`config.mk`:
```
export PLATFORM = sky130hd
export DESIGN_NAME = hpr_front
export DESIGN_NICKNAME = d
export VERILOG_FILES = /design/src/rtl/hpr_pkg.sv /design/src/rtl/hpr_front.sv
export SDC_FILE = /design/constraint.sdc
export NUM_CORES = 1
export LEC_CHECK = 0
export ABC_AREA = 1
export BUFFER_PORTS_ARGS = -buffer_cell sky130_fd_sc_hd__buf_4
export CORE_MARGIN = 2
export CORE_UTILIZATION = 44
export CTS_BUF_LIST = sky130_fd_sc_hd__clkbuf_4 sky130_fd_sc_hd__clkbuf_8
export CTS_CLUSTER_DIAMETER = 120
export DETAILED_ROUTE_END_ITERATION = 10
export PLACE_DENSITY = 0.87
export SLEW_MARGIN = 20
export SYNTH_ARGS = -nofsm -noshare
export SYNTH_HDL_FRONTEND = slang
export SYNTH_SLANG_ARGS = --single-unit
```
`constraint.sdc`:
```
create_clock -name clk -period 3.05 [get_ports clk]
set_clock_uncertainty 0.05 [all_clocks]
set_input_delay 0.1525 -clock clk [delete_from_list [all_inputs] [get_ports clk]]
set_output_delay 0.1525 -clock clk [all_outputs]
set_load 0.005 [all_outputs]
```
`src/rtl/hpr_pkg.sv`:
```
// Shared types and constants for the histogram percentile range core.
// Payload structs, configuration snapshot, register indices, saturating add.
// No dependencies.
`default_nettype none
package hpr_pkg;

  localparam int BIN_W    = 24;
  localparam int FRAC_W   = 17;
  localparam int EXIDX_W  = 8;
  localparam int BOUND_W  = 9;
  localparam int TOTAL_W  = 32;
  localparam int ADDR_W   = 5;
  localparam int REGIDX_W = 3;

  localparam logic [REGIDX_W-1:0] REG_LOWER_FRAC = 3'd0;
  localparam logic [REGIDX_W-1:0] REG_UPPER_FRAC = 3'd1;
  localparam logic [REGIDX_W-1:0] REG_LOWER_OPEN = 3'd2;
  localparam logic [REGIDX_W-1:0] REG_UPPER_OPEN = 3'd3;
  localparam logic [REGIDX_W-1:0] REG_EXCL_EN    = 3'd4;
  localparam logic [REGIDX_W-1:0] REG_EXCL_FIRST = 3'd5;
  localparam logic [REGIDX_W-1:0] REG_EXCL_LAST  = 3'd6;

  localparam logic [FRAC_W-1:0] UPPER_FRAC_RST = 17'h10000;

  typedef struct packed {
    logic [BIN_W-1:0] bin_count;
    logic             last_bin;
  } hpr_in_t;

  typedef struct packed {
    logic [BOUND_W-1:0] low_bin;
    logic [BOUND_W-1:0] high_bin;
    logic [TOTAL_W-1:0] total_count;
  } hpr_out_t;

  typedef struct packed {
    logic [FRAC_W-1:0]  lower_fraction;
    logic [FRAC_W-1:0]  upper_fraction;
    logic               lower_open;
    logic               upper_open;
    logic               exclude_enable;
    logic [EXIDX_W-1:0] exclude_first;
    logic [EXIDX_W-1:0] exclude_last;
  } hpr_cfg_t;

  function automatic logic [TOTAL_W-1:0] hpr_sat_add(input logic [TOTAL_W-1:0] a,
                                                     input logic [TOTAL_W-1:0] b);
    logic [TOTAL_W:0] s;
    s = {1'b0, a} + {1'b0, b};
    return s[TOTAL_W] ? {TOTAL_W{1'b1}} : s[TOTAL_W-1:0];
  endfunction

endpackage
`default_nettype wire

```
`src/rtl/hpr_front.sv`:
```
// Bin loader: accepts items, writes bins to the store, queues a scan job on the last bin.
// Depends on hpr_pkg.
`default_nettype none
module hpr_front #(
  parameter int MAX_BINS   = 256,
  parameter int COUNT_BITS = 24
) (
  input  wire logic                                clk,
  input  wire logic                                rst_n,
  input  wire logic                                start,
  input  wire logic                                busy,
  input  wire hpr_pkg::hpr_in_t                    in_data,
  output logic                                     wr_en,
  output logic [$clog2(MAX_BINS)-1:0]              wr_addr,
  output logic [((COUNT_BITS < hpr_pkg::BIN_W) ?
                 COUNT_BITS : hpr_pkg::BIN_W)-1:0] wr_data,
  output logic                                     push,
  output logic [$clog2(MAX_BINS+1)-1:0]            job_n
);
  import hpr_pkg::*;

  localparam int IDX_W   = $clog2(MAX_BINS);
  localparam int CNT_W   = $clog2(MAX_BINS + 1);
  localparam int STORE_W = (COUNT_BITS < BIN_W) ? COUNT_BITS : BIN_W;

  logic [CNT_W-1:0] cnt_r, cnt_nxt;
  logic             accept;
  logic             room;

  assign accept  = start && !busy;
  assign room    = cnt_r < CNT_W'(MAX_BINS);
  assign wr_en   = accept && room;
  assign wr_addr = cnt_r[IDX_W-1:0];
  assign wr_data = in_data.bin_count[STORE_W-1:0];
  assign push    = accept && in_data.last_bin;
  assign job_n   = room ? cnt_r + CNT_W'(1) : cnt_r;

  always_comb begin
    cnt_nxt = cnt_r;
    if (push) begin
      cnt_nxt = '0;
    end else if (wr_en) begin
      cnt_nxt = cnt_r + CNT_W'(1);
    end
  end

  always_ff @(posedge clk) begin
    if (!rst_n) begin
      cnt_r <= '0;
    end else begin
      cnt_r <= cnt_nxt;
    end
  end

endmodule
`default_nettype wire

```
==> flow_metrics.env, run 1 <==
export IMPL_status="completed"
export IMPL_dieHeight_um=50.0
export IMPL_max_stage_delay_ns=0.48
export IMPL_yosysSeqAreaShare=0.194
export IMPL_grt_pass1_vias=667
export IMPL_clk_latency_ns=0.27
export IMPL_met2_usage=0.243
export IMPL_gr_usage_all_layers=0.157
export IMPL_cts_tree="done"
export IMPL_ios=72
export IMPL_met1_usage=0.189
export IMPL_synthCells=140
export IMPL_tightest_slew_ns=0.328
export IMPL_critical_path_arrival_ns=1.71
export IMPL_synth_nets=171
export IMPL_gr_usage_met3=0.0424
export IMPL_via_per_inst=4.76
export IMPL_period_share=0.627
export IMPL_wl_per_cell_um=11.5
export IMPL_clockBufferDepth=2
export IMPL_worstPathRequired_ns=2.85
export IMPL_drive_gt1_frac=0.316
export IMPL_avgSynthCellArea_um2=6.65
export IMPL_crit_buf_inv=2
export IMPL_syn_area_um2=931
export IMPL_period_minus_slack_ns=1.91
export IMPL_areaGrowthSynthToFinish_pct=-1.75
export IMPL_slew_headroom=0.781
export IMPL_dpl_cell_count=156
export IMPL_rsz0062_at_grt="false"
export IMPL_post_cts_hold_buffer_count=0
export IMPL_cpMostUsedCell="ha_1"
export IMPL_core_um2=1980
export IMPL_drt_iter0_drc=12
export IMPL_p_total_mw=0.299
export IMPL_final_antenna_net_count=0
export IMPL_crit_path_start_kind="flop"
export IMPL_slew_viol_final=0
export IMPL_finalSetupViolCount=0
export IMPL_routed_wl_um=1840
export IMPL_ctsResizeCount=0
export IMPL_nNetsFinal=165
export IMPL_max_freq_mhz=523
export IMPL_path_clk_slew_ns=0.06
export IMPL_die_w_um=50.0
export IMPL_grt_overflow_total=0
export IMPL_leakage_nw=0.438
export IMPL_dp_hpwl_um=1480
export IMPL_num_rows=16
export IMPL_route_detailed_drc=0
export IMPL_clock_sinks=9
export IMPL_n_fill_cell=201
export IMPL_numCtsBuffers=3
export IMPL_largest_reg_flops=9
export IMPL_num_antenna_cells=0
export IMPL_yosysUniqueCellTypes=22
export IMPL_die_area_um2=2500
export IMPL_busiest_layer="met2"
export IMPL_start_util=0.470
export IMPL_post_cts_repair_setup_buffers=0
export IMPL_peakVddDrop_uv=149
export IMPL_grt_max_degree=16
export IMPL_fin_cells=160
export IMPL_vias=761
export IMPL_grt_pass1_wl_um=2960
export IMPL_routabilityCongestion=0.828
export IMPL_firstDrtPassIters=4
export IMPL_worstPathCellList="ha_1, nand3_2, nor2_2, nand3_1, ha_1, inv_1, buf_4"
export IMPL_drv_cap=0
export IMPL_root_buffer="clkbuf_4"
export IMPL_ys_ff_latch=9
export IMPL_crit_fanout=6
export IMPL_numPortBuffers=23
export IMPL_criticalPathCategory="flop to output pin"
export IMPL_hold_violations=0
export IMPL_antenna_found_initial=0
export IMPL_yosysWarnings=0
export IMPL_hp_class="primary input to flop"
export IMPL_top_register="cnt_r"
export IMPL_htreeDepth=1
export IMPL_critPathTopFamily="flip-flops"
export IMPL_cp_slowest_cell="dfxtp_1"
export IMPL_whs_ns=0.153
export IMPL_reg_top3="cnt_r (9)"
export IMPL_end_kind="output pin"
export IMPL_p_per_area_nw_per_um2=326
export IMPL_fin_tns_setup_ns=0
[metrics by stage]
stage | cell area (um2) | worst slack, ns | util
after detailed placement | 885 | 1.41 | 0.446
after floorplan | 931 | 1.55 | -
final | 915 | 1.14 | 0.461
after global placement | 885 | 1.49 | 0.446
after CTS | 915 | 1.13 | 0.461
after global routing | 915 | 0.982 | 0.461
[where the power goes]
part | internal [mW] | switching [mW]
combinational | 0.0297 | 0.0307
sequential | 0.123 | 0.00856
clock | 0.0596 | 0.0473
total | 0.212 | 0.0865
[Yosys cell counts]
master / n / share of area
inv_1: 13 / 0.052
nand2_1: 34 / 0.14
nand2_2: 3 / 0.020
nor2_4: 1 / 0.012
xnor2_1: 1 / 0.0094
o21ai_1: 2 / 0.011
xor2_1: 3 / 0.028
buf_2: 1 / 0.0054
nand3_2: 2 / 0.022
inv_6: 1 / 0.0094
o21ai_0: 5 / 0.027
o21ai_4: 1 / 0.017
nor2_2: 2 / 0.013
inv_2: 3 / 0.012
buf_4: 33 / 0.27
a21oi_1: 6 / 0.032
nand3_1: 9 / 0.048
dfxtp_1: 9 / 0.19
nand3_4: 1 / 0.019
ha_1: 2 / 0.027
nor2_1: 7 / 0.028
a21oi_2: 1 / 0.0094
[placed cells by master, fill, tap and decap left out]
cell type / Yosys / final
o21ai_0: 5 / 5
xor2_1: 3 / 3
nand2_1: 34 / 34
nand3_1: 9 / 9
a21oi_2: 1 / 1
nor2_4: 1 / 1
xnor2_1: 1 / 1
nand2_2: 3 / 3
dfxtp_1: 9 / 9
nand3_4: 1 / 1
ha_1: 2 / 2
inv_1: 13 / 13
o21ai_4: 1 / 1
inv_6: 1 / 1
buf_4: 33 / 23
nor2_1: 7 / 7
o21ai_1: 2 / 2
nand3_2: 2 / 2
inv_2: 3 / 3
clkbuf_4: 0 / 4
a21oi_1: 6 / 6
nor2_2: 2 / 2
[final timing paths]
| kind | startpoint | endpoint | slack [ns] | depth (start not counted) |
|---|---|---|---|---|
| worst min register to register | cnt_r[1]$_SDFFE_PP0P_ | cnt_r[1]$_SDFFE_PP0P_ | 0.52 | 2 |
| worst min-delay path | rst_n | cnt_r[2]$_SDFFE_PP0P_ | 0.15 | 3 |
| worst max-delay path | cnt_r[0]$_SDFFE_PP0P_ | job_n[8] | 1.14 | 7 |
| worst max register to register | cnt_r[0]$_SDFFE_PP0P_ | cnt_r[8]$_SDFFE_PP0P_ | 1.40 | 7 |
[cell families after synthesis]
family,Yosys count,synth area share
AO/OA/AOI/OAI,15,0.0968
XOR/XNOR,4,0.0376
adder cells (fa/ha/maj),2,0.0269
buffers and inverters,51,0.345
flip-flops,9,0.194
AND/OR/NAND/NOR,59,0.300
[worst register-to-register path, cell delays in order (launching register included)]
cell,delay (ns)
dfxtp_1,0.48
ha_1,0.27
nand3_2,0.11
nor2_2,0.14
nand3_1,0.09
ha_1,0.28
nand2_1,0.06
a21oi_1,0.05
[routing by layer]
metal,vias to the layer above,share of wire
li1,392,-
met1,331,0.43
met2,33,0.47
met3,5,0.086
met4,0,0.018
met5,-,0
[final cells by class]
| type | instances | area (um2) | share of cell area |
|---|---|---|---|
| clock buffer | 4 | 30.0 | 0.0328 |
| multi-input combinational | 80 | 429 | 0.469 |
| tap | 27 | 33.8 | 0.0369 |
| timing repair buffer | 23 | 173 | 0.189 |
| sequential | 9 | 180 | 0.197 |
| inverter | 17 | 68.8 | 0.0752 |
Power figures use the tool's default switching activity.
==> run 2, diff against run 1 <==
- CORE_UTILIZATION: 44 -> 37
- PLACE_DENSITY: 0.87 -> 0.78
- clock period: 3.05 -> 1.65 ns (I/O delays scaled with it)
==> run 2 against run 1 <==
  * Total power is 84% higher
  * Critical path depth unchanged
  * Final area rose by 5.6%
  * Sequential share of layout area fell by 0.27 points
  * Clock power up 80%
  * Non-clock buffer count increased by 3
  * Global-route usage is 3.4 points lower
  * Combinational power grew 94%
  * Register-to-register slack got worse by 1.1 ns
  * Via count is 3.7% lower
  * Hold slack got worse by 0.071 ns
  * Sequential power rose by 82%
  * Critical path type unchanged
==> flow_metrics.env, run 2 (synthesis gave the netlist of run 1 again) <==
export IMPL_period_share=0.929
export IMPL_grt_pass1_wl_um=2680
export IMPL_firstDrtPassIters=4
export IMPL_largest_reg_flops=9
export IMPL_dieHeight_um=54.2
export IMPL_path_clk_slew_ns=0.06
export IMPL_crit_fanout=3
export IMPL_cp_slowest_cell="dfxtp_2"
export IMPL_slew_viol_final=0
export IMPL_antenna_found_initial=0
export IMPL_p_sw_frac=0.283
export IMPL_clk_latency_ns=0.27
export IMPL_max_stage_delay_ns=0.35
export IMPL_seqPwrFrac=0.435
export IMPL_vias=733
export IMPL_n_fill_cell=255
export IMPL_p_switching_mw=0.155
export IMPL_r2r_setup_slack_ns=0.30
export IMPL_clockBufferDepth=2
export IMPL_start_util=0.383
export IMPL_clock_sinks=9
export IMPL_whs_ns=0.0828
export IMPL_path_depth=7
export IMPL_p_total_mw=0.550
export IMPL_top_register="cnt_r"
export IMPL_layout_commonest_cell="nand2_1"
export IMPL_final_antenna_net_count=0
export IMPL_crit_path_start_kind="flop"
export IMPL_crit_end="job_n[8]"
export IMPL_route_detailed_drc=0
export IMPL_hold_violations=0
export IMPL_root_buffer="clkbuf_4"
export IMPL_max_freq_mhz=653
export IMPL_worstPathCellList="ha_4, nand3_2, nor2_4, nand3_1, ha_1, inv_1, buf_4"
export IMPL_critPathTopFamily="flip-flops"
export IMPL_wl_per_cell_um=9.91
export IMPL_r2r_end="cnt_r[8]$_SDFFE_PP0P_"
export IMPL_critPathLaunch="cnt_r[0]$_SDFFE_PP0P_"
export IMPL_drive_gt1_frac=0.368
export IMPL_status="completed"
export IMPL_reg_top3="cnt_r (9)"
export IMPL_critical_path_arrival_ns=1.40
export IMPL_nNetsFinal=168
export IMPL_rsz0062_at_grt="false"
export IMPL_p_per_area_nw_per_um2=569
export IMPL_slew_headroom=0.803
export IMPL_cts_tree="done"
export IMPL_final_cell_mix="nand2_1, buf_4, inv_1, nand3_1, nor2_1"
export IMPL_drv_cap=0
export IMPL_grt_max_degree=16
export IMPL_worstPathRequired_ns=1.52
export IMPL_grt_pass1_vias=656
export IMPL_die_area_um2=2930
export IMPL_drt_iter0_drc=13
export IMPL_hp_class="primary input to flop"
export IMPL_core_um2=2430
export IMPL_criticalPathCategory="flop to output pin"
export IMPL_fin_tns_setup_ns=0
export IMPL_via_per_inst=4.42
export IMPL_die_w_um=54.2
export IMPL_dp_hpwl_um=1270
export IMPL_pwr_share_clk=0.351
export IMPL_numCtsBuffers=3
export IMPL_routed_wl_um=1650
export IMPL_post_cts_repair_setup_buffers=0
export IMPL_worstRegToRegCells=7
export IMPL_routabilityCongestion=0.779
export IMPL_reg2reg_from="cnt_r[0]$_SDFFE_PP0P_"
export IMPL_num_antenna_cells=0
export IMPL_grt_overflow_total=0
export IMPL_htreeDepth=1
export IMPL_gr_usage_all_layers=0.123
export IMPL_numPortBuffers=23
export IMPL_finalSetupViolCount=0
export IMPL_leakage_nw=0.454
export IMPL_cellInternalPower_mw=0.394
export IMPL_crit_buf_inv=2
export IMPL_areaGrowthSynthToFinish_pct=3.76
export IMPL_tightest_slew_ns=0.294
export IMPL_period_minus_slack_ns=1.53
export IMPL_ios=72
export IMPL_num_rows=18
export IMPL_end_kind="output pin"
export IMPL_peakVddDrop_uv=219
export IMPL_ctsResizeCount=0
export IMPL_combPwrFrac=0.213
export IMPL_post_cts_hold_buffer_count=0
run 2: cell count changes in the layout (fill, tap and decap cells not counted), sizes merged:
cell / previous run / this run
buf: 23 / 26
run 2: cell type report:
type | instances | area [um2] | share of cell area
multi-input combinational | 80 | 447 | 0.462
timing repair buffer | 26 | 195 | 0.202
sequential | 9 | 188 | 0.194
inverter | 17 | 68.8 | 0.0712
tap | 30 | 37.5 | 0.0389
clock buffer | 4 | 30.0 | 0.0311
run 2: tightest hold or removal path: stages:
cell and delay (ns):
buf_4 0.12, o21ai_4 0.12, a21oi_2 0.04
run 2: per-stage QoR:
stage / utilization / cell area [um2] / std cells / setup slack [ns]
after floorplan: - / 931 / 140 / 0.153
after global routing: 0.397 / 966 / 166 / 0.00874
after global placement: 0.374 / 911 / 162 / 0.245
final: 0.397 / 966 / 166 / 0.118
after detailed placement: 0.374 / 911 / 162 / 0.194
after CTS: 0.387 / 941 / 166 / 0.00841
run 2: routing by layer:
layer	GRT usage	routed length, um	part of all wire
met1	0.152	747	0.45
met2	0.195	766	0.47
met3	0.0167	108	0.066
met4	0.0875	23	0.014
met5	0	0	0
run 2: worst min-delay path by stage:
stage	start	to	cells after the start
floorplan	in_data[1]	wr_data[0]	1
global placement	in_data[11]	wr_data[10]	0
detailed placement	in_data[11]	wr_data[10]	0
CTS	rst_n	cnt_r[2]$_SDFFE_PP0P_	3
global route	rst_n	cnt_r[2]$_SDFFE_PP0P_	3
finish	rst_n	cnt_r[2]$_SDFFE_PP0P_	3
run 2: power groups by stage:
stage	clock, mW	combinational (mW)	sequential [mW]
2_1_floorplan	0	0.119	0.243
3_3_place_gp	0	0.117	0.244
3_5_place_dp	0	0.117	0.244
4_1_cts	0.197	0.118	0.239
5_1_grt	0.213	0.134	0.241
6_report	0.193	0.117	0.239
