<file path="src/rtl/hpr_queue.sv">
// Two-entry job queue between the bin loader and the scan engine.
// Generic width; no package dependency.
`default_nettype none
module hpr_queue #(
  parameter int W = 8
) (
  input  wire logic         clk,
  input  wire logic         rst_n,
  input  wire logic         push,
  input  wire logic [W-1:0] push_data,
  input  wire logic         pop,
  output logic [W-1:0]      pop_data,
  output logic              not_empty,
  output logic              full
);

  logic [W-1:0] ent_r [2];
  logic         wr_ptr_r, wr_ptr_nxt;
  logic         rd_ptr_r, rd_ptr_nxt;
  logic [1:0]   cnt_r, cnt_nxt;
  logic         do_push, do_pop;

  assign do_push   = push && !full;
  assign do_pop    = pop && not_empty;
  assign not_empty = cnt_r != 2'd0;
  assign full      = cnt_r == 2'd2;
  assign pop_data  = ent_r[rd_ptr_r];

  always_comb begin
    wr_ptr_nxt = wr_ptr_r ^ do_push;
    rd_ptr_nxt = rd_ptr_r ^ do_pop;
    cnt_nxt    = cnt_r + {1'b0, do_push} - {1'b0, do_pop};
  end

  always_ff @(posedge clk) begin
    if (!rst_n) begin
      wr_ptr_r <= 1'b0;
      rd_ptr_r <= 1'b0;
      cnt_r    <= 2'd0;
    end else begin
      wr_ptr_r <= wr_ptr_nxt;
      rd_ptr_r <= rd_ptr_nxt;
      cnt_r    <= cnt_nxt;
    end
  end

  always_ff @(posedge clk) begin
    if (do_push) begin
      ent_r[wr_ptr_r] <= push_data;
    end
  end

endmodule
`default_nettype wire

</file>
<file path="config.mk">
export PLATFORM = sky130hd
export DESIGN_NAME = hpr_queue
export DESIGN_NICKNAME = d
export VERILOG_FILES = /design/src/rtl/hpr_queue.sv
export SDC_FILE = /design/constraint.sdc
export NUM_CORES = 1
export LEC_CHECK = 0
export ABC_AREA = 1
export BUFFER_PORTS_ARGS = -buffer_cell sky130_fd_sc_hd__buf_2
export CORE_MARGIN = 10
export CORE_UTILIZATION = 40
export CTS_CLUSTER_DIAMETER = 30
export CTS_CLUSTER_SIZE = 14
export DETAILED_ROUTE_END_ITERATION = 7
export HOLD_SLACK_MARGIN = 0.02
export MAX_ROUTING_LAYER = met4
export SETUP_SLACK_MARGIN = 0.5
export SLEW_MARGIN = 5
export SYNTH_ARGS = -nofsm -noshare
export SYNTH_HDL_FRONTEND = slang
export SYNTH_SLANG_ARGS = --single-unit
</file>
<file path="constraint.sdc">
create_clock -name clk -period 2 [get_ports clk]
set_clock_uncertainty 0.15 [all_clocks]
set_input_delay 0.2 -clock clk [delete_from_list [all_inputs] [get_ports clk]]
set_output_delay 0.2 -clock clk [all_outputs]
set_load 0.005 [all_outputs]
</file>
==> results by group, run 1 <==
Outcome
  – Outcome: finished, final reports clean

GRT
  – Vias in the first global route: roughly 580
  – Global-route wire length before repair: 2530 µm
  – Met2 Usage GRT: 0.117
  – Most used routing layer: met2
  – Largest net degree at the start of global routing: 13
  – Antenna violations before repair: 0
  – M1 GR Usage: 0.0833
  – Grt ovf: 0
  – GRT Util Overall: 0.0749
  – Global routing usage on met3: 0.0184

Floorplan
  – Initial Util: 0.433
  – Rows: 16
  – Core area: ~0.002 mm²
  – Die area: approximately 0.0045 mm²
  – Floorplan die width: 66.8 µm
  – Die Ht: 66.8 µm
  – I/O pins: 22

Placement
  – Final HPWL DP: 1100 µm
  – Gp weighted congestion: 0.710
  – Port bufs: 21

Logic synthesis
  – Most used DFF post-synth: edfxtp_1
  – Mapped Nets: 78
  – Synthesis-stage register bit count: 21
  – Asr flop ratio synth: 0
  – Sequential fraction of the synthesis area: 0.664
  – Post-synth EDFFs: 16
  – Synth cell types: 13
  – Syn avg cell area: 14.1 µm²
  – Synth top area share: 0.549
  – Synth area leaders: edfxtp_1 (55%), mux2_4 (14%), dfxtp_1 (11%), ha_1 (5.7%), inv_1 (3.9%)
  – Post-Syn Instances: 62
  – Synth area leader: edfxtp_1
  – Synth top cells by count: edfxtp_1 (16), inv_1 (9), mux2_4 (8), nor2_1 (7), nand2_1 (6)
  – Mapped cell area: 875 µm²
  – Synth warnings: 0
  – Most numerous cell in the Yosys netlist: edfxtp_1

STA
  – Setup Viol. Count Final: 0
  – Hold WS: 41.5 ps
  – Setup TNS: 0 ps
  – Max-slew violations: 0
  – Relative slew slack: 0.852
  – Min cycle time layout: 1570 ps
  – RSZ-0062 raised after global routing: true
  – Final Cycle Share: 0.784
  – Peak Freq: 638 MHz
  – Final hold vios: 0
  – Worst Max-Slew Pin Slew: between 200 and 250 ps

Finish
  – Nets: 113
  – # diodes: 0
  – Layout area overhead: 40.5%
  – Ratio of cells with drive above 1 in the final layout: 0.510
  – # fillers: 168
  – Area of the multi-input gates: 283 µm²
  – Seq. cell area: between 500 and 600 µm²

CTS
  – CTS tree: built
  – CTS H-Tree Depth: 1
  – CTS root buffer: clkbuf_4
  – Worst-path clk slew: 120 ps
  – CTS buffer count: 3
  – Clock sinks: 21
  – Clk buf depth: 2
  – Clock latency at the later pin of the worst-skew pair: 300 ps

Routing
  – Routed vias: 539
  – Antenna-violating nets left: 0
  – Routed WL: about 1600 µm
  – Router iterations before antenna repair: 2
  – Avg WL per Cell: around 13 µm
  – DR iter-0 viols: 5
  – Remaining DRCs: 0
  – Vias per cell: approximately 4.4

Critical path
  – WP data arrival: 1620 ps
  – FF-to-FF End: cnt_r[1]
  – Crit path launch: cnt_r[1]
  – Crit Path Category: reg2reg
  – CP Capture Type: register
  – Critical path startpoint category: register
  – Peak fanout along the critical path: 5
  – R2R depth: 10
  – Critical path data required time: 2060 ps
  – Worst Setup EP: cnt_r[1]
  – Flop2flop setup slack: between 400 and 500 ps
  – R2r startpoint: cnt_r[1]

Min path
  – Worst hold path type: in2reg

Power and ir drop
  – Leak: 0.523 nW
  – Peak supply drop: 0.702 mV
  – Pwr Density: 1170 mW/mm²

Run
  – Max-cap violations: 0
cell usage in the layout (no fill, tap or decap), drive strengths merged:
cell type and count:
buf 22, edfxtp 16, inv 10, dlygate4sd3 9, mux2 8, nor2 8, nand2 6, dfxtp 5
ha 4, clkbuf 3, nand3 2, o21ai 1, a21oi 1, clkinv 1
final cells by class:
class	count	share of cell area
Clock buffer	3	0.0183
Tap cell	27	0.0275
Multi-Input combinational cell	30	0.230
Sequential cell	21	0.482
Timing Repair Buffer	31	0.206
Clock inverter	1	0.00407
Inverter	10	0.0326
metal layers:
| metal | wire, µm | vias up |
|---|---|---|
| li1 | - | 277 |
| met1 | 653 | 246 |
| met2 | 818 | 12 |
| met3 | 89 | 4 |
| met4 | 31 | 0 |
| met5 | 0 | - |
cells by family after synthesis:
logic type	Yosys count	synth area share
adder cells (fa/ha/maj)	4	0.0572
AND/OR/NAND/NOR	16	0.0744
flip-flops	21	0.664
buffers and inverters	11	0.0558
multiplexers	8	0.137
AO/OA/AOI/OAI	2	0.0114
where the power goes:
part	internal (mW)	switching [mW]	leakage [nW]
clock	0.0745	0.124	0.0177
sequential	0.589	0.0856	0.193
combinational	0.331	0.231	0.313
flip-flops by register name, summed over array words and instances (netlist names), named ones only:
name	flops
ent_r	16
cnt_r	2
rd_ptr_r	1
wr_ptr_r	1
timing repair:
item | in CTS | in global routing
endpoints found under the hold margin | 21 | 0
hold buffers | 9 | 0
pin swaps | 5 | 4
buffers inserted | 1 | 0
gates resized for setup | 16 | 11
setup endpoints to repair | 23 | 26
worst max-delay path, stage by stage, from the launching register on:
cell and delay [ps]:
dfxtp_4 390, inv_4 50, o21ai_2 150, ha_1 260, inv_2 70, ha_4 140
inv_2 30, nand2_2 60, nand3_1 60, nand2_1 70, nor2_1 40
metrics by stage:
stage               setup slack [ps]  cells  cell area (µm²)   util  total power, mW
floorplan                        519     62              875      -            0.918
detailed placement               411    109             1000  0.496             1.05
CTS                              433    123             1190  0.591             1.37
global route                     379    123             1230  0.608             1.52
finish                           433    123             1230  0.608             1.43
global placement                 432    109             1000  0.496             1.04
how the worst min path moves through the flow:
stage,start,endpoint,slack [ps],depth (start not counted)
floorplan,rst_n,cnt_r[0],140,2
detailed placement,push_data[5],ent_r[0][5],240,1
global placement,push_data[4],ent_r[1][4],240,1
finish,pop,register,40,4
global route,pop,register,40,4
CTS,pop,register,40,4
(Power assumes the default switching activity.)
==> inputs of run 2 (changes only) <==
==> constraint.sdc (replaced) <==
create_clock -name clk -period 1.5 [get_ports clk]
set_clock_uncertainty 0.15 [all_clocks]
set_input_delay 0.15 -clock clk [delete_from_list [all_inputs] [get_ports clk]]
set_output_delay 0.15 -clock clk [all_outputs]
set_load 0.005 [all_outputs]
==> run 2 against run 1 <==
  * The run now ends with negative setup slack left
  * First-iteration DRC count grew to 4.8 times the previous value
  * Combinational power grew 84%
  * Clock-buffer cell count did not move
  * Sequential cell count unchanged
  * Die area is the same
  * Via count grew 9.3%
  * Highest routed layer unchanged
==> results by group, run 2 (same netlist as run 1, synthesis figures left out) <==
Finish
  – Largest regs: ent_r (16), cnt_r (2) (unchanged)
  – Area of the multi-input gates: 335 µm² (was 283 µm²)
  – Commonest non-fill, non-tap cell in the layout: edfxtp_1 (unchanged)
  – Largest register FFs: 16 (unchanged)
  – Layout area overhead: 53.9% (was 40.5%)
  – # diodes: 0 (unchanged)
  – Most frequent cells in the layout: edfxtp_1 (16), buf_2 (12), buf_6 (12), dlygate4sd3_1 (10), mux2_4 (8) (was edfxtp_1 (16), buf_2 (13), dlygate4sd3_1 (9), mux2_4 (8), buf_6 (8))
  – Seq. cell area: 589 µm² (was 592 µm²)
  – Largest Register: ent_r (unchanged)
  – # fillers: 151 (was 168)
  – Nets: 119 (was 113)
  – Ratio of cells with drive above 1 in the final layout: 0.618 (was 0.510)

Min path
  – Hold wc startpoint: pop (unchanged)
  – Worst hold path type: in2reg (unchanged)

GRT
  – GRT Util Overall: 0.0805 (was 0.0749)
  – Grt ovf: 0 (unchanged)
  – Antenna violations before repair: 0 (unchanged)
  – Largest net degree at the start of global routing: 14 (was 13)
  – Global-route wire length before repair: 2590 µm (was 2530 µm)
  – Vias in the first global route: 581 (was 582)

Critical path
  – Worst Setup EP: cnt_r[1] (unchanged)
  – Slowest library cell on the worst path: dfxtp_2 (was dfxtp_4)
  – R2r startpoint: cnt_r[1] (unchanged)
  – CP Capture Type: register (unchanged)
  – WP data arrival: 1580 ps (was 1620 ps)
  – FF-to-FF End: cnt_r[1] (unchanged)
  – Crit path launch: cnt_r[1] (unchanged)
  – Critical path data required time: 1560 ps (was 2060 ps)
  – Peak fanout along the critical path: 2 (was 5)
  – Slowest Stage Delay on Critical Path: 380 ps (was 390 ps)
  – Critical path startpoint category: register (unchanged)
  – Flop2flop setup slack: -20 ps (was 430 ps)
  – CP most frequent cell: inv_2 (unchanged)
  – Crit Path Category: reg2reg (unchanged)
  – R2R depth: 10 (unchanged)
  – Cell breakdown of the critical path: inv_2 -> o21ai_2 -> ha_1 -> inv_2 -> ha_4 -> inv_2 -> nand2_2 -> nand3_2 -> nand2_1 -> nor2_1 (was inv_4 -> o21ai_2 -> ha_1 -> inv_2 -> ha_4 -> inv_2 -> nand2_2 -> nand3_1 -> nand2_1 -> nor2_1)

Placement
  – Final HPWL DP: 1140 µm (was 1100 µm)
  – Port bufs: 21 (unchanged)
  – Gp weighted congestion: 0.688 (was 0.710)
  – Place WS: -29.1 ps (was 411 ps)

Run
  – Max-cap violations: 0 (unchanged)

Floorplan
  – Initial Util: 0.433 (unchanged)
  – Die area: 0.00446 mm² (unchanged)
  – Die Ht: 66.8 µm (unchanged)
  – Rows: 16 (unchanged)
  – I/O pins: 22 (unchanged)
  – Core area: 0.00202 mm² (unchanged)
  – Floorplan die width: 66.8 µm (unchanged)

CTS
  – Worst-path clk slew: 120 ps (about the same)
  – Clk buf depth: 2 (unchanged)
  – Clock latency at the later pin of the worst-skew pair: 300 ps (about the same)
  – CTS H-Tree Depth: 1 (unchanged)
  – Clock sinks: 21 (unchanged)
  – CTS root buffer: clkbuf_4 (unchanged)
  – CTS buffer count: 3 (unchanged)
  – CTS tree: built (unchanged)

STA
  – Setup Viol. Count Final: 2 (was 0)
  – Worst Setup Slack, final: -22.4 ps (was 433 ps)
  – Final Cycle Share: 1.01 (was 0.784)
  – Peak Freq: 657 MHz (was 638 MHz)
  – Relative slew slack: 0.893 (was 0.852)
  – RSZ-0062 raised after global routing: true (unchanged)
  – Max-slew violations: 0 (unchanged)
  – Worst Max-Slew Pin Slew: 161 ps (was 222 ps)
  – Min cycle time layout: 1520 ps (was 1570 ps)
  – Setup TNS: -24.5 ps (was 0 ps)
  – Final hold vios: 0 (unchanged)

Routing
  – Routed vias: 589 (was 539)
  – Routed WL: 1690 µm (was 1590 µm)
  – DR iter-0 viols: 24 (was 5)
  – Avg WL per Cell: 13.1 µm (was 13.0 µm)
  – Antenna-violating nets left: 0 (unchanged)
  – Router iterations before antenna repair: 4 (was 2)
  – Vias per cell: 4.57 (was 4.38)
  – Remaining DRCs: 0 (unchanged)

Power and ir drop
  – Pwr Density: 1630 mW/mm² (was 1170 mW/mm²)
  – Peak supply drop: 1.12 mV (was 0.702 mV)
  – Leak: 0.559 nW (was 0.523 nW)
  – Pwr Total: 2.19 mW (was 1.43 mW)

Outcome
  – Violated checks: negative setup slack
  – Outcome: finished, violations left (was finished, final reports clean)
[run 2: power breakdown]
group	total [mW]	internal, mW	switching, mW
combinational	1.03	0.620	0.413
clock	0.273	0.101	0.172
sequential	0.885	0.780	0.105
[run 2: worst min path at each step]
stage / endpoint / slack, ps / depth (start not counted)
after global placement: ent_r[1][3] / 190 / 1
after detailed placement: ent_r[1][7] / 190 / 1
after CTS: register / 90 / 5
after floorplan: cnt_r[0] / 100 / 2
final: register / 110 / 5
after global routing: register / 90 / 5
[run 2: per-stage QoR]
step | hold WS, ps | std cells | util | area [µm²]
final | 112 | 129 | 0.666 | 1350
after global routing | 94.1 | 129 | 0.666 | 1350
after CTS | 90.9 | 129 | 0.654 | 1320
after detailed placement | 192 | 110 | 0.518 | 1050
after global placement | 189 | 110 | 0.518 | 1050
after floorplan | 97.6 | 62 | - | 912
[run 2: layer usage]
metal | vias up | share of wire | GRT usage
met1 | 278 | 0.37 | 0.0841
met5 | - | 0 | -
met3 | 2 | 0.059 | 0.0217
li1 | 291 | - | -
met2 | 18 | 0.57 | 0.133
met4 | 0 | 0.0089 | 0.0471
[run 2: worst max-delay path, delay by kind of cell, from the launching register on]
kind	cells	cell delay, ps
buffers and inverters	3	160
AND/OR/NAND/NOR	4	230
AO/OA/AOI/OAI	1	130
adder cells (fa/ha/maj)	2	380
flip-flops	1	380
[run 2: final cells by class]
type                       instances  area share
inverter                          10      0.0297
timing repair buffer              37       0.236
multi-input combinational         30       0.249
clock buffer                       3      0.0167
clock inverter                     1     0.00558
tap                               27      0.0251
sequential                        21       0.438
[run 2: what timing repair did]
action,CTS,global route
hold endpoints to repair,21,0
gates resized for setup,24,9
setup endpoints to repair,31,31
pin swaps,4,5
hold buffers,10,0
buffers inserted,5,0
==> inputs of run 3 (changes only) <==
--- a/config.mk
+++ b/config.mk
@@ -7,6 +7,7 @@
 export LEC_CHECK = 0
 export ABC_AREA = 1
 export BUFFER_PORTS_ARGS = -buffer_cell sky130_fd_sc_hd__buf_2
+export CORE_ASPECT_RATIO = 0.75
 export CORE_MARGIN = 10
 export CORE_UTILIZATION = 40
 export CTS_CLUSTER_DIAMETER = 30
==> run 3 against run 2 <==
  * The run still ends with negative setup slack left
  * Global-route usage is 0.16 points higher
  * Register-to-register slack hardly changed
  * Largest power group unchanged
  * Critical path depth stayed put
  * Sequential cell count stayed put
  * Combinational power hardly changed
  * Cell count is 1.6% lower
  * Cell area is 0.56% lower
==> results by group, run 3 (same netlist as run 1, synthesis figures left out) <==
CTS
  – Clock sinks: 21 (unchanged)
  – CTS buffer count: 3 (unchanged)
  – Clk buf depth: 2 (unchanged)
  – Worst-path clk slew: 100 ps (was 120 ps)
  – CTS H-Tree Depth: 1 (unchanged)
  – Clock latency at the later pin of the worst-skew pair: 290 ps (was 300 ps)
  – CTS tree: built (unchanged)
  – CTS root buffer: clkbuf_4 (unchanged)

Critical path
  – Bufs and invs on worst path: 3 (unchanged)
  – WP data arrival: 1560 ps (was 1580 ps)
  – R2r startpoint: cnt_r[1] (unchanged)
  – Cell breakdown of the critical path: inv_2 -> o21ai_2 -> ha_1 -> inv_2 -> ha_4 -> inv_2 -> nand2_2 -> nand3_2 -> nand2_1 -> nor2_1 (unchanged)
  – Flop2flop setup slack: -20 ps (about the same)
  – R2R depth: 10 (unchanged)
  – Slowest library cell on the worst path: dfxtp_4 (was dfxtp_2)
  – Critical path data required time: 1550 ps (was 1560 ps)
  – Crit Path Category: reg2reg (unchanged)
  – CP most frequent cell: inv_2 (unchanged)
  – CP Capture Type: register (unchanged)
  – Critical path's top delay family: adder cells (was flip-flops)
  – FF-to-FF End: cnt_r[1] (unchanged)
  – Peak fanout along the critical path: 2 (unchanged)
  – Critical path startpoint category: register (unchanged)
  – Slowest Stage Delay on Critical Path: 380 ps (about the same)

Finish
  – Seq. cell area: 592 µm² (was 589 µm²)
  – Largest Register: ent_r (unchanged)
  – # diodes: 0 (unchanged)
  – # fillers: 138 (was 151)
  – Largest register FFs: 16 (unchanged)
  – Most frequent cells in the layout: edfxtp_1 (16), buf_2 (12), buf_6 (12), dlygate4sd3_1 (10), mux2_4 (8) (unchanged)
  – Commonest non-fill, non-tap cell in the layout: edfxtp_1 (unchanged)
  – Largest regs: ent_r (16), cnt_r (2) (unchanged)
  – Nets: 120 (was 119)
  – Layout area overhead: 53.1% (was 53.9%)
  – Final design utilization: 0.653 (was 0.666)
  – Ratio of cells with drive above 1 in the final layout: 0.583 (was 0.618)
  – Area of the multi-input gates: 323 µm² (was 335 µm²)
  – Post-Layout Cell Count: 127 (was 129)
  – Post-route cell area: 0.00134 mm² (was 0.00135 mm²)

Routing
  – Routed vias: 570 (was 589)
  – Remaining DRCs: 0 (unchanged)
  – Vias per cell: 4.49 (was 4.57)
  – DR iter-0 viols: 15 (was 24)
  – Avg WL per Cell: 13.7 µm (was 13.1 µm)
  – Router iterations before antenna repair: 6 (was 4)
  – Routed WL: 1740 µm (was 1690 µm)
  – Antenna-violating nets left: 0 (unchanged)

Min path
  – Hold wc startpoint: pop (unchanged)
  – Worst hold path type: in2reg (unchanged)
  – Hold Path Depth: 5 (unchanged)

STA
  – Final Cycle Share: 1.01 (about the same)
  – Max-slew violations: 0 (unchanged)
  – Final hold vios: 0 (unchanged)
  – Relative slew slack: 0.890 (was 0.893)
  – Worst Setup Slack, final: -17.0 ps (was -22.4 ps)
  – Worst Max-Slew Pin Slew: 164 ps (was 161 ps)
  – Setup Viol. Count Final: 1 (was 2)
  – Peak Freq: 659 MHz (was 657 MHz)
  – RSZ-0062 raised after global routing: true (unchanged)
  – Min cycle time layout: 1520 ps (about the same)

Placement
  – Placed Cells: 107 (was 110)
  – Cell Area, Placed: 0.00104 mm² (was 0.00105 mm²)
  – Port bufs: 21 (unchanged)
  – Gp weighted congestion: 0.721 (was 0.688)
  – Final HPWL DP: 1230 µm (was 1140 µm)

Run
  – Max-cap violations: 0 (unchanged)

Power and ir drop
  – Internal power: 1.50 mW (about the same)
  – Pwr Total: 2.15 mW (was 2.19 mW)
  – Leak: 0.564 nW (was 0.559 nW)
  – Pwr Density: 1610 mW/mm² (was 1630 mW/mm²)
  – Logic pwr share: 0.468 (was 0.471)
  – Peak supply drop: 0.988 mV (was 1.12 mV)
  – Switching Share: 0.306 (was 0.315)
  – Clk pwr share: 0.118 (was 0.125)
  – NetSw: 0.658 mW (was 0.689 mW)
  – Register share of total power: 0.415 (was 0.404)

GRT
  – Largest net degree at the start of global routing: 12 (was 14)
  – GRT Util Overall: 0.0821 (was 0.0805)
  – Vias in the first global route: 550 (was 581)
  – Global-route wire length before repair: 2640 µm (was 2590 µm)
  – Antenna violations before repair: 0 (unchanged)
  – Grt ovf: 0 (unchanged)

Outcome
  – Violated checks: negative setup slack (unchanged)
  – Outcome: finished, violations left (unchanged)

Floorplan
  – Initial Util: 0.427 (was 0.433)
  – I/O pins: 22 (unchanged)
  – Die area: 0.00448 mm² (was 0.00446 mm²)
  – Rows: 14 (was 16)
  – Die Ht: 60.5 µm (was 66.8 µm)
  – Floorplan die width: 74.0 µm (was 66.8 µm)
  – Core area: 0.00205 mm² (was 0.00202 mm²)
## run 3: cell count changes in the layout (fill, tap and decap cells not counted), sizes merged
| cell | delta |
|---|---|
| clkbuf | +1 |
| buf | +1 |
| clkinvlp | -1 |
## run 3: per-stage QoR
| step | setup TNS, ps | setup slack (ps) | hold slack, ps |
|---|---|---|---|
| after floorplan | 0 | 57.1 | 97.6 |
| after global placement | 0 | 21.1 | 187 |
| after detailed placement | -36.1 | -36.1 | 191 |
| after CTS | -26.9 | -15.3 | 110 |
| after global routing | -415 | -100 | 145 |
| final | -17.0 | -17.0 | 130 |
## run 3: worst max-delay path by stage
stage                     startpoint  cells past startpoint  slack, ps       end
after floorplan             cnt_r[0]                     10         60  cnt_r[1]
after global placement      cnt_r[1]                     10         20  cnt_r[1]
after detailed placement    cnt_r[0]                      8        -40  cnt_r[1]
after CTS                   cnt_r[1]                     10        -20  cnt_r[1]
after global routing        cnt_r[1]                     10       -100  cnt_r[1]
final                       cnt_r[1]                     10        -20  cnt_r[1]
## run 3: cell type report
type,instances,area share
repair buffers,38,0.243
inverters,10,0.0318
flip-flops and latches,21,0.442
clock buffers,4,0.0196
well taps,24,0.0224
multi-input cells,30,0.241
## run 3: worst reg2reg max path: stages, from the launching register on
cell     delay [ps]
dfxtp_4         380
inv_2            40
o21ai_2         130
ha_1            260
inv_2            70
ha_4            130
inv_2            40
nand2_2          70
nand3_2          60
nand2_1          60
nor2_1           40
## run 3: power by group through the flow
| stage | Combinational (mW) | Sequential, mW | Clock [mW] |
|---|---|---|---|
| finish | 1.01 | 0.893 | 0.253 |
| floorplan | 0.445 | 0.837 | 0 |
| CTS | 0.932 | 0.888 | 0.268 |
| detailed placement | 0.605 | 0.888 | 0 |
| global route | 1.10 | 0.910 | 0.297 |
| global placement | 0.590 | 0.880 | 0 |
## run 3: metal layers
layer | vias to the layer above | GRT usage | share of wire
li1 | 290 | - | -
met2 | 15 | 0.137 | 0.55
met1 | 265 | 0.0867 | 0.39
met4 | 0 | 0.0159 | 0
met3 | 0 | 0.0408 | 0.063
met5 | - | - | 0
## run 3: timing repair
action / in CTS / in global routing
endpoints found under the setup margin: 31 / 31
pin swaps: 7 / 4
buffers inserted: 4 / 2
hold endpoints to repair: 21 / 0
hold buffers: 10 / 0
gates resized for setup: 25 / 6
